==> config.mk <==
export PLATFORM = sky130hd
export DESIGN_NAME = batch_min_max_mean_variance
export DESIGN_NICKNAME = d
export VERILOG_FILES = /design/src/sv/bmmv_pkg.sv /design/src/sv/bmmv_mul.sv /design/src/sv/bmmv_div.sv /design/src/sv/batch_min_max_mean_variance.sv
export VERILOG_INCLUDE_DIRS = /design/src /design/src/sv
export SDC_FILE = /design/constraint.sdc
export NUM_CORES = 1
export LEC_CHECK = 0
export ABC_CLOCK_PERIOD_IN_PS = 8400
export BUFFER_PORTS_ARGS = -buffer_cell sky130_fd_sc_hd__buf_2
export CAP_MARGIN = 5
export CORE_ASPECT_RATIO = 0.5
export CORE_MARGIN = 2
export CORE_UTILIZATION = 40
export CTS_BUF_LIST = sky130_fd_sc_hd__clkbuf_2
export DETAILED_ROUTE_END_ITERATION = 10
export PLACE_DENSITY = 0.54
export SLEW_MARGIN = 20
export SYNTH_ARGS = -nofsm -noshare
export SYNTH_HDL_FRONTEND = slang
export SYNTH_HIERARCHICAL = 1
export SYNTH_SLANG_ARGS = --single-unit
==> constraint.sdc <==
create_clock -name aclk -period 8.4 [get_ports aclk]
set_input_delay 0.42 -clock aclk [delete_from_list [all_inputs] [get_ports aclk]]
set_output_delay 0.42 -clock aclk [all_outputs]
set_load 0.03 [all_outputs]
==> src/sv/batch_min_max_mean_variance_assert.svh <==
// Assertion macros shared by the batch statistics RTL.
`ifndef BATCH_MIN_MAX_MEAN_VARIANCE_ASSERT_SVH
`define BATCH_MIN_MAX_MEAN_VARIANCE_ASSERT_SVH

// Property checked on every clock edge outside reset.
`define BMMV_ASSERT(label, prop, msg) \
    label: assert property (@(posedge aclk) disable iff (!aresetn) (prop)) \
        else $error(msg);

// Condition that must never hold outside reset.
`define BMMV_NEVER(label, cond, msg) \
    label: assert property (@(posedge aclk) disable iff (!aresetn) !(cond)) \
        else $error(msg);

`endif

==> src/sv/bmmv_pkg.sv <==
// Package of widths, constants and link types for the batch statistics block.
package bmmv_pkg;

    localparam int SAMPLE_W    = 16;
    localparam int MAX_BATCH   = 1024;
    localparam int CNT_W       = $clog2(MAX_BATCH + 1);
    localparam int SUM_W       = SAMPLE_W + $clog2(MAX_BATCH);
    localparam int SQ_W        = 2 * SAMPLE_W + $clog2(MAX_BATCH);
    localparam int PROD_W      = 2 * SAMPLE_W;
    localparam int MEAN_W      = 16;
    localparam int MSQ_W       = 32;
    localparam int DIV_W       = SQ_W;
    localparam int DIV_CNT_W   = $clog2(DIV_W + 1);
    localparam int RESET_BATCH = 1000;

    typedef struct packed {
        logic             start;
        logic [DIV_W-1:0] dividend;
        logic [CNT_W-1:0] divisor;
    } div_req_t;

    typedef struct packed {
        logic             busy;
        logic             done;
        logic [DIV_W-1:0] quotient;
    } div_rsp_t;

endpackage

==> src/sv/bmmv_mul.sv <==
// Shared registered multiplier for sample squares and the squared mean.
module bmmv_mul
    import bmmv_pkg::*;
(
    input  logic                aclk,
    input  logic [SAMPLE_W-1:0] a,
    input  logic [SAMPLE_W-1:0] b,
    output logic [PROD_W-1:0]   prod
);

    logic [PROD_W-1:0] prod_reg;

    always_ff @(posedge aclk) begin
        prod_reg <= PROD_W'(a) * PROD_W'(b);
    end

    assign prod = prod_reg;

endmodule

==> src/sv/bmmv_div.sv <==
// Restoring divider, one quotient bit per cycle, shared by both means.
module bmmv_div
    import bmmv_pkg::*;
(
    input  logic     aclk,
    input  logic     aresetn,
    input  div_req_t req,
    output div_rsp_t rsp
);

    logic                 busy_reg;
    logic                 done_reg;
    logic [DIV_CNT_W-1:0] cnt_reg;
    logic [CNT_W-1:0]     rem_reg;
    logic [CNT_W-1:0]     divisor_reg;
    logic [DIV_W-1:0]     quot_reg;

    logic [CNT_W:0]       trial;
    logic                 fits;
    logic [CNT_W-1:0]     rem_next;
    logic [DIV_W-1:0]     quot_next;

    always_comb begin
        trial     = {rem_reg, quot_reg[DIV_W-1]};
        fits      = trial >= {1'b0, divisor_reg};
        rem_next  = fits ? CNT_W'(trial - {1'b0, divisor_reg}) : trial[CNT_W-1:0];
        quot_next = {quot_reg[DIV_W-2:0], fits};
    end

    always_ff @(posedge aclk) begin
        if (!aresetn) begin
            busy_reg <= 1'b0;
            done_reg <= 1'b0;
            cnt_reg  <= '0;
        end else begin
            done_reg <= busy_reg && (cnt_reg == DIV_CNT_W'(1));
            if (req.start && !busy_reg) begin
                busy_reg    <= 1'b1;
                cnt_reg     <= DIV_CNT_W'(DIV_W);
                rem_reg     <= '0;
                quot_reg    <= req.dividend;
                divisor_reg <= req.divisor;
            end else if (busy_reg) begin
                rem_reg  <= rem_next;
                quot_reg <= quot_next;
                cnt_reg  <= cnt_reg - DIV_CNT_W'(1);
                if (cnt_reg == DIV_CNT_W'(1)) begin
                    busy_reg <= 1'b0;
                end
            end
        end
    end

    assign rsp.busy     = busy_reg;
    assign rsp.done     = done_reg;
    assign rsp.quotient = quot_reg;

endmodule

==> src/sv/batch_min_max_mean_variance.sv <==
// Top level: batch min, max, mean, mean of squares and variance over unsigned samples.
//
//  channel  | handshake          | words
//  ---------+--------------------+-------------------------------------------------
//  input    | s_valid / s_ready  | s_sample
//  result   | m_valid / m_ready  | m_max_value m_min_value m_mean_value
//           |                    | m_mean_square m_variance
//  config   | cfg_valid/cfg_ready| cfg_batch_size
//
//  A sample passes through accept, square in the shared multiplier and accumulate;
//  no new sample is taken until it is done. The last sample of a batch adds two
//  passes of the bit-serial divider plus hand-off, squared mean and output load.
//  The result sits in an output register; the next batch starts while it waits,
//  and only a further finished batch stalls until that register is taken.
//  Synchronous active-low reset; batch size resets to 1000.
module batch_min_max_mean_variance
    import bmmv_pkg::*;
(
    input  logic                aclk,
    input  logic                aresetn,
    input  logic                cfg_valid,
    output logic                cfg_ready,
    input  logic [CNT_W-1:0]    cfg_batch_size,
    input  logic                s_valid,
    output logic                s_ready,
    input  logic [SAMPLE_W-1:0] s_sample,
    output logic                m_valid,
    input  logic                m_ready,
    output logic [15:0]         m_max_value,
    output logic [15:0]         m_min_value,
    output logic [MEAN_W-1:0]   m_mean_value,
    output logic [MSQ_W-1:0]    m_mean_square,
    output logic [MSQ_W-1:0]    m_variance
);

    `include "batch_min_max_mean_variance_assert.svh"

    typedef enum logic [3:0] {
        ST_IDLE,
        ST_SQUARE,
        ST_ACCUM,
        ST_DIV_SUM,
        ST_WAIT_SUM,
        ST_DIV_SQ,
        ST_WAIT_SQ,
        ST_MEAN_SQ,
        ST_OUT
    } state_t;

    state_t              state_reg;
    logic [CNT_W-1:0]    batch_reg;
    logic [CNT_W-1:0]    count_reg;
    logic [SAMPLE_W-1:0] sample_reg;
    logic [SAMPLE_W-1:0] max_reg;
    logic [SAMPLE_W-1:0] min_reg;
    logic [SUM_W-1:0]    sum_reg;
    logic [SQ_W-1:0]     sumsq_reg;
    logic [MEAN_W-1:0]   mean_reg;
    logic [MSQ_W-1:0]    msq_reg;
    logic                m_valid_reg;
    logic [15:0]         m_max_reg;
    logic [15:0]         m_min_reg;
    logic [MEAN_W-1:0]   m_mean_reg;
    logic [MSQ_W-1:0]    m_msq_reg;
    logic [MSQ_W-1:0]    m_var_reg;

    logic [CNT_W-1:0]    eff_size;
    logic                in_accept;
    logic                out_load;
    logic [SAMPLE_W-1:0] mul_a;
    logic [PROD_W-1:0]   prod;
    logic [MSQ_W-1:0]    var_value;
    div_req_t            div_req;
    div_rsp_t            div_rsp;

    always_comb begin
        if (batch_reg == '0) begin
            eff_size = CNT_W'(1);
        end else if (batch_reg > CNT_W'(MAX_BATCH)) begin
            eff_size = CNT_W'(MAX_BATCH);
        end else begin
            eff_size = batch_reg;
        end
    end

    assign s_ready   = (state_reg == ST_IDLE);
    assign cfg_ready = 1'b1;
    assign in_accept = s_valid && s_ready;
    assign out_load  = (state_reg == ST_OUT) && (!m_valid_reg || m_ready);

    // square the sample while accumulating, the mean after division
    assign mul_a = (state_reg == ST_SQUARE) ? sample_reg : SAMPLE_W'(mean_reg);

    bmmv_mul u_mul (
        .aclk (aclk),
        .a    (mul_a),
        .b    (mul_a),
        .prod (prod)
    );

    always_comb begin
        div_req.start    = (state_reg == ST_DIV_SUM) || (state_reg == ST_DIV_SQ);
        div_req.dividend = (state_reg == ST_DIV_SQ) ? sumsq_reg : DIV_W'(sum_reg);
        div_req.divisor  = count_reg;
    end

    bmmv_div u_div (
        .aclk    (aclk),
        .aresetn (aresetn),
        .req     (div_req),
        .rsp     (div_rsp)
    );

    assign var_value = (msq_reg >= MSQ_W'(prod)) ? (msq_reg - MSQ_W'(prod)) : '0;

    always_ff @(posedge aclk) begin
        if (!aresetn) begin
            state_reg   <= ST_IDLE;
            batch_reg   <= CNT_W'(RESET_BATCH);
            count_reg   <= '0;
            max_reg     <= '0;
            min_reg     <= '1;
            sum_reg     <= '0;
            sumsq_reg   <= '0;
            m_valid_reg <= 1'b0;
        end else begin
            if (cfg_valid && cfg_ready) begin
                batch_reg <= cfg_batch_size;
            end
            if (m_valid_reg && m_ready && !out_load) begin
                m_valid_reg <= 1'b0;
            end
            unique case (state_reg)
                ST_IDLE: begin
                    if (in_accept) begin
                        sample_reg <= s_sample;
                        count_reg  <= count_reg + CNT_W'(1);
                        if (s_sample > max_reg) begin
                            max_reg <= s_sample;
                        end
                        if (s_sample < min_reg) begin
                            min_reg <= s_sample;
                        end
                        state_reg <= ST_SQUARE;
                    end
                end
                ST_SQUARE: begin
                    state_reg <= ST_ACCUM;
                end
                ST_ACCUM: begin
                    sum_reg   <= sum_reg + SUM_W'(sample_reg);
                    sumsq_reg <= sumsq_reg + SQ_W'(prod);
                    state_reg <= (count_reg >= eff_size) ? ST_DIV_SUM : ST_IDLE;
                end
                ST_DIV_SUM: begin
                    state_reg <= ST_WAIT_SUM;
                end
                ST_WAIT_SUM: begin
                    if (div_rsp.done) begin
                        mean_reg  <= div_rsp.quotient[MEAN_W-1:0];
                        state_reg <= ST_DIV_SQ;
                    end
                end
                ST_DIV_SQ: begin
                    state_reg <= ST_WAIT_SQ;
                end
                ST_WAIT_SQ: begin
                    if (div_rsp.done) begin
                        msq_reg   <= div_rsp.quotient[MSQ_W-1:0];
                        state_reg <= ST_MEAN_SQ;
                    end
                end
                ST_MEAN_SQ: begin
                    state_reg <= ST_OUT;
                end
                ST_OUT: begin
                    if (out_load) begin
                        m_valid_reg <= 1'b1;
                        m_max_reg   <= 16'(max_reg);
                        m_min_reg   <= 16'(min_reg);
                        m_mean_reg  <= mean_reg;
                        m_msq_reg   <= msq_reg;
                        m_var_reg   <= var_value;
                        count_reg   <= '0;
                        max_reg     <= '0;
                        min_reg     <= '1;
                        sum_reg     <= '0;
                        sumsq_reg   <= '0;
                        state_reg   <= ST_IDLE;
                    end
                end
                default: begin
                    state_reg <= ST_IDLE;
                end
            endcase
        end
    end

    assign m_valid       = m_valid_reg;
    assign m_max_value   = m_max_reg;
    assign m_min_value   = m_min_reg;
    assign m_mean_value  = m_mean_reg;
    assign m_mean_square = m_msq_reg;
    assign m_variance    = m_var_reg;

    `BMMV_ASSERT(a_count_bound, count_reg <= CNT_W'(MAX_BATCH), "batch count past limit")
    `BMMV_NEVER(a_div_overlap, div_req.start && div_rsp.busy, "divider restarted while busy")
    `BMMV_ASSERT(a_min_le_max, (count_reg != '0) |-> (min_reg <= max_reg), "min above max")
    `BMMV_ASSERT(a_var_le_msq, out_load |=> (m_variance <= m_mean_square), "variance too large")

endmodule
After elaboration in Yosys (flattened, before gate mapping)
Index checks and enable logic that the tools add are counted.
{ "word_totals": {"reg_bits": 407, "output_inout_bits": 115, "wordCells": 118} }
{ "op_classes": {"addsub": 6, "multipliers": 1, "n_lt_le_gt_ge": 6, "n_eq_ne": 15, "mux": 37, "bitwise_logic": 1, "reduce_logical": 28} }
{ "op_table": {"columns": ["op", "n"], "rows": [
  ["$mux 42", 4],
  ["$mux 16", 7],
  ["$pmux 42 s2", 1],
  ["$mux 11", 6],
  ["$pmux 16 s2", 2],
  ["$pmux 26 s2", 1],
  ["$add 42x32->42", 1],
  ["$pmux 4 s9", 1],
  ["$ge 32x32->1", 1],
  ["$mul 16x16->32", 1],
  ["$sub 32x32->32", 1],
  ["$add 26x16->26", 1],
  ["$mux 26", 1],
  ["$pmux 11 s2", 1],
  ["$eq 4x3->1 const B", 4],
  ["$gt 16x16->1", 1],
  ["$lt 16x16->1", 1],
  ["$mux 4", 4],
  ["$reduce_and 3->1", 5],
  ["$ge 12x11->1", 1],
  ["$mux 6", 2],
  ["$reduce_and 4->1", 3],
  ["$add 11x1->11 const B", 1],
  ["$ge 11x11->1", 1],
  ["other kinds (20)", 42]
]} }

Longest topological paths before layout
{ "depth": {"word_depth": 8, "ltp_mapped": 29, "depth_no_buf": 24} }

Hierarchy
Netlist, hierarchy kept.
{ "by_module_without_submodules": {"columns": ["mod", "instances", "cells_each", "area_each_um2"], "rows": [
  ["batch_min_max_mean_variance", 1, 1625, 16693.5],
  ["bmmv_mul", 1, 1020, 9156.3],
  ["bmmv_div", 1, 357, 3574.7]
]} }

Worst setup path before layout
No wires, ideal clock.
{ "synth_path": {"path_type": "register to register", "startpoint": "register state_reg[0]", "endpoint": "register u_mul.prod_reg[29] (netlist: u_mul/prod[29])", "setup_ns": 0.120, "t_arrival_ns": 6.848, "t_required_ns": 8.280, "path_slack_ns": 1.433, "path_stages_with_launch": 29, "n_path_buf": 4, "period_less_slack_ns": 6.967, "cell_sequence": "dfxtp_1 > clkbuf_1 > nand2b_1 > clkbuf_1 > nor3_2 > buf_2 > mux2_2 > clkbuf_1 > and2_1 > fa_1 > inv_1 > fa_1 > inv_1 > fa_1 > inv_1 > fa_1 > inv_1 > fa_1 > inv_1 > fa_1 > inv_1 > ha_1 > and3_1 > nand2_1 > or2_1 > a21oi_1 > o21a_1 > a41oi_2 > xnor2_1"} }
{ "synth_via": {"elab_chain_cells": 3} }
{ "synth_lines": {"columns": ["item", "line", "source"], "rows": [
  ["start: declaration", "batch_min_max_mean_variance.sv:50", "state_t state_reg;"],
  ["start signal: assignment", "batch_min_max_mean_variance.sv:153", "state_reg <= (count_reg >= eff_size) ? ST_DIV_SUM : ST_IDLE;"],
  ["$eq 4x1->1", "batch_min_max_mean_variance.sv:92", "assign mul_a = (state_reg == ST_SQUARE) ? sample_reg : SAMPLE_W'(mean_reg);"],
  ["$mux 16", "batch_min_max_mean_variance.sv:92", null],
  ["via mul_a[5]", "batch_min_max_mean_variance.sv:70", "logic [SAMPLE_W-1:0] mul_a;"],
  ["$mul 16x16->32", "bmmv_mul.sv:14", "prod_reg <= PROD_W'(a) * PROD_W'(b);"],
  ["end signal: assignment", "bmmv_mul.sv:14", null],
  ["end: declaration", "bmmv_mul.sv:11", "logic [PROD_W-1:0] prod_reg;"]
]} }
The timed path passes the listed nets, and every way through them passes these cells.
A chain may end at the register's enable or synchronous reset.

Worst setup path in the final report
{ "layout_path": {"startpoint": "register state_reg[0]", "endpoint": "register u_mul.prod_reg[28] (netlist: u_mul/prod[28])"} }
The elaborated chain is that of the path after synthesis.

==> impl_metrics.ini <==
[worst_setup_path]
worst_path_dominant_cell_family = adder cells
crit_type = reg -> reg
path_cells = nand2b_1, nor3_2, buf_4, mux2_2, buf_4, and2_1, fa_1, inv_1, fa_1, inv_1, fa_1, fa_1, fa_1, inv_1, fa_1, inv_1, ha_1, nand4_1, nor3_1, o2111ai_1, nand3_1, o21ai_1, o311ai_0
worst_path_largest_cell_delay_ns = 0.64
path_buf_inv = 6
cp.required_ns = 9.31
arrival_ns = 8.56
cpMaxStageDelayCell = dfxtp_1
start_kind = register
timing.critical_path.mode_cell = fa_1
end_kind = register
cp_max_fo = 27

[synthesis]
postSynthNetCount = 3471
syn_avg_cell_area_um2 = 9.80
yosysWarnings = 6
syn_area_um2 = 29400
syn_inst = 3001

[clock_network]
post_cts_resized = 0
cts_tree = done
clock_path_buffers = 3
cts_buffers = 102
htree_levels = 3
clockRootBuffer = clkbuf_2
cts.sinks = 407
clkLatencyLatePin_ns = 1.11
clkSlewWorstSetupHoldPaths_ns = 0.11

[timing]
finalHoldViolations = 0
drv_slew = 0
relSlewSlack = 0.260
setup_tns_ns = 0
finClkSkew_ns = 0.0835
timing.hold.ws_ns = 0.143
timing.fmax_mhz = 131
fin_ws_ns = 0.755
fin_crit_sh = 0.910
tightest_slew_ns = 1.11
finalSetupViolations = 0
fin_crit_ns = 7.64
rsz0062_at_grt = false

[power_and_ir_drop]
cellPowerDensity_nw_per_um2 = 323
peakVddDrop_v = 0.000415
pwr-share-seq = 0.237
total_power_mw = 10.6
leakage_nw = 14.8
p_clk_frac = 0.131
swShare = 0.490
pwr-share-comb = 0.631
internal-power_mw = 5.42
switching_power_mw = 5.20

[drt]
via_count = 22200
routedWlPerCell_um = 18.2
drt_first_pass_iters = 8
drcViolationCount = 0
drtIter0Drc = 1559
ant_nets = 0
via_per_inst = 5.16
routed_wl_um = 78200

[place]
numPortBuffers = 145
routabilityCongestion = 0.895
dp_hpwl_um = 58200
place_area_um2 = 31100
dp.cells = 4033
dp_slack_ns = 0.836

[hold_path]
min-delay-path-class = in -> reg

[layout]
area_growth_pct = 11.6
finalNonFillerCells = 4299
drive_gt1_frac = 0.139
final_area_um2 = 32800
n_fill_cell = 7050
nets = 3708
post-route-util = 0.450

[floorplanning]
num_rows = 70
dieArea_um2 = 75900
initial_core_util = 0.403
die_w_um = 388
die_y_um = 196
fp.coreArea_um2 = 73000
top_level_ports = 147

[global_route]
grt_max_degree = 72
grt_pass1_wl_um = 123000
antenna_found_initial = 10
grt_pass1_vias = 22000
grt_overflow_total = 0
grt_usage = 0.206

[run]
maxCapViolCount = 0

[run_status]
status = complete, no violations
-- power by group through the flow --
| stage | clock network (mW) | registers, mW | logic (mW) |
|---|---|---|---|
| after floorplan | 0 | 2.43 | 4.78 |
| after global placement | 0 | 2.56 | 6.50 |
| after detailed placement | 0 | 2.56 | 6.54 |
| after CTS | 1.47 | 2.51 | 6.60 |
| after global routing | 1.56 | 2.53 | 7.42 |
| final | 1.40 | 2.52 | 6.71 |
-- worst register-to-register path: stages (launching register included) --
cell,delay (ns)
dfxtp_1,0.64
nand2b_1,0.32
nor3_2,0.18
buf_4,0.32
mux2_2,0.61
buf_4,0.26
and2_1,0.17
fa_1,0.55
inv_1,0.06
fa_1,0.54
inv_1,0.05
fa_1,0.49
fa_1,0.43
fa_1,0.50
inv_1,0.05
fa_1,0.47
inv_1,0.04
ha_1,0.40
nand4_1,0.16
nor3_1,0.24
o2111ai_1,0.20
nand3_1,0.26
o21ai_1,0.17
o311ai_0,0.37
-- layer usage --
metal | global-route usage | up-vias | part of all wire
met5 | 0 | - | 0.00012
met4 | 0.0488 | 2 | 0.018
met3 | 0.0480 | 94 | 0.067
met2 | 0.312 | 550 | 0.43
met1 | 0.297 | 10800 | 0.49
li1 | - | 10700 | -
-- cell usage in the layout, fill, tap and decap left out, drive strengths merged, types with 18 or more instances in the layout --
master	instances
inv	360
a21o	60
dfxtp	167
nand4	27
edfxtp	240
a21oi	157
clkbuf	161
nor2	165
and3	23
nor3	36
nand2	432
mux2i	36
buf	173
xnor2	60
a211oi	26
o211ai	18
nand2b	27
fa	198
nand3	55
dlygate4sd3	73
o21ai	99
a221oi	20
clkinv	25
mux2	43
xor2	46
ha	240
and2	141
-- cell type report --
class,count,area (um^2),area share
Clock inverter,27,161,0.00491
Inverter,360,1350,0.0411
Sequential cell,407,10600,0.321
Antenna cell,5,12.5,0.000381
Tap cell,972,1220,0.0370
Multi-Input combinational cell,2121,17100,0.520
Timing Repair Buffer,246,1670,0.0507
Clock buffer,161,806,0.0245
-- what timing repair did --
item                                   CTS  global route
endpoints found under the hold margin   97             0
hold buffers                            73             0
setup endpoints to repair                0             0
buffers inserted                         0             0
-- path summary, 6_finish.rpt --
check                      to  slack (ns)         start  cells past startpoint
min reg2reg  m_mean_value[15]        0.45  mean_reg[15]                      0
max reg2reg    u_mul/prod[28]        0.76  state_reg[0]                     23
min             sample_reg[2]        0.14   s_sample[2]                      2
max            u_mul/prod[28]        0.76  state_reg[0]                     23
Power figures use the tool's default switching activity.
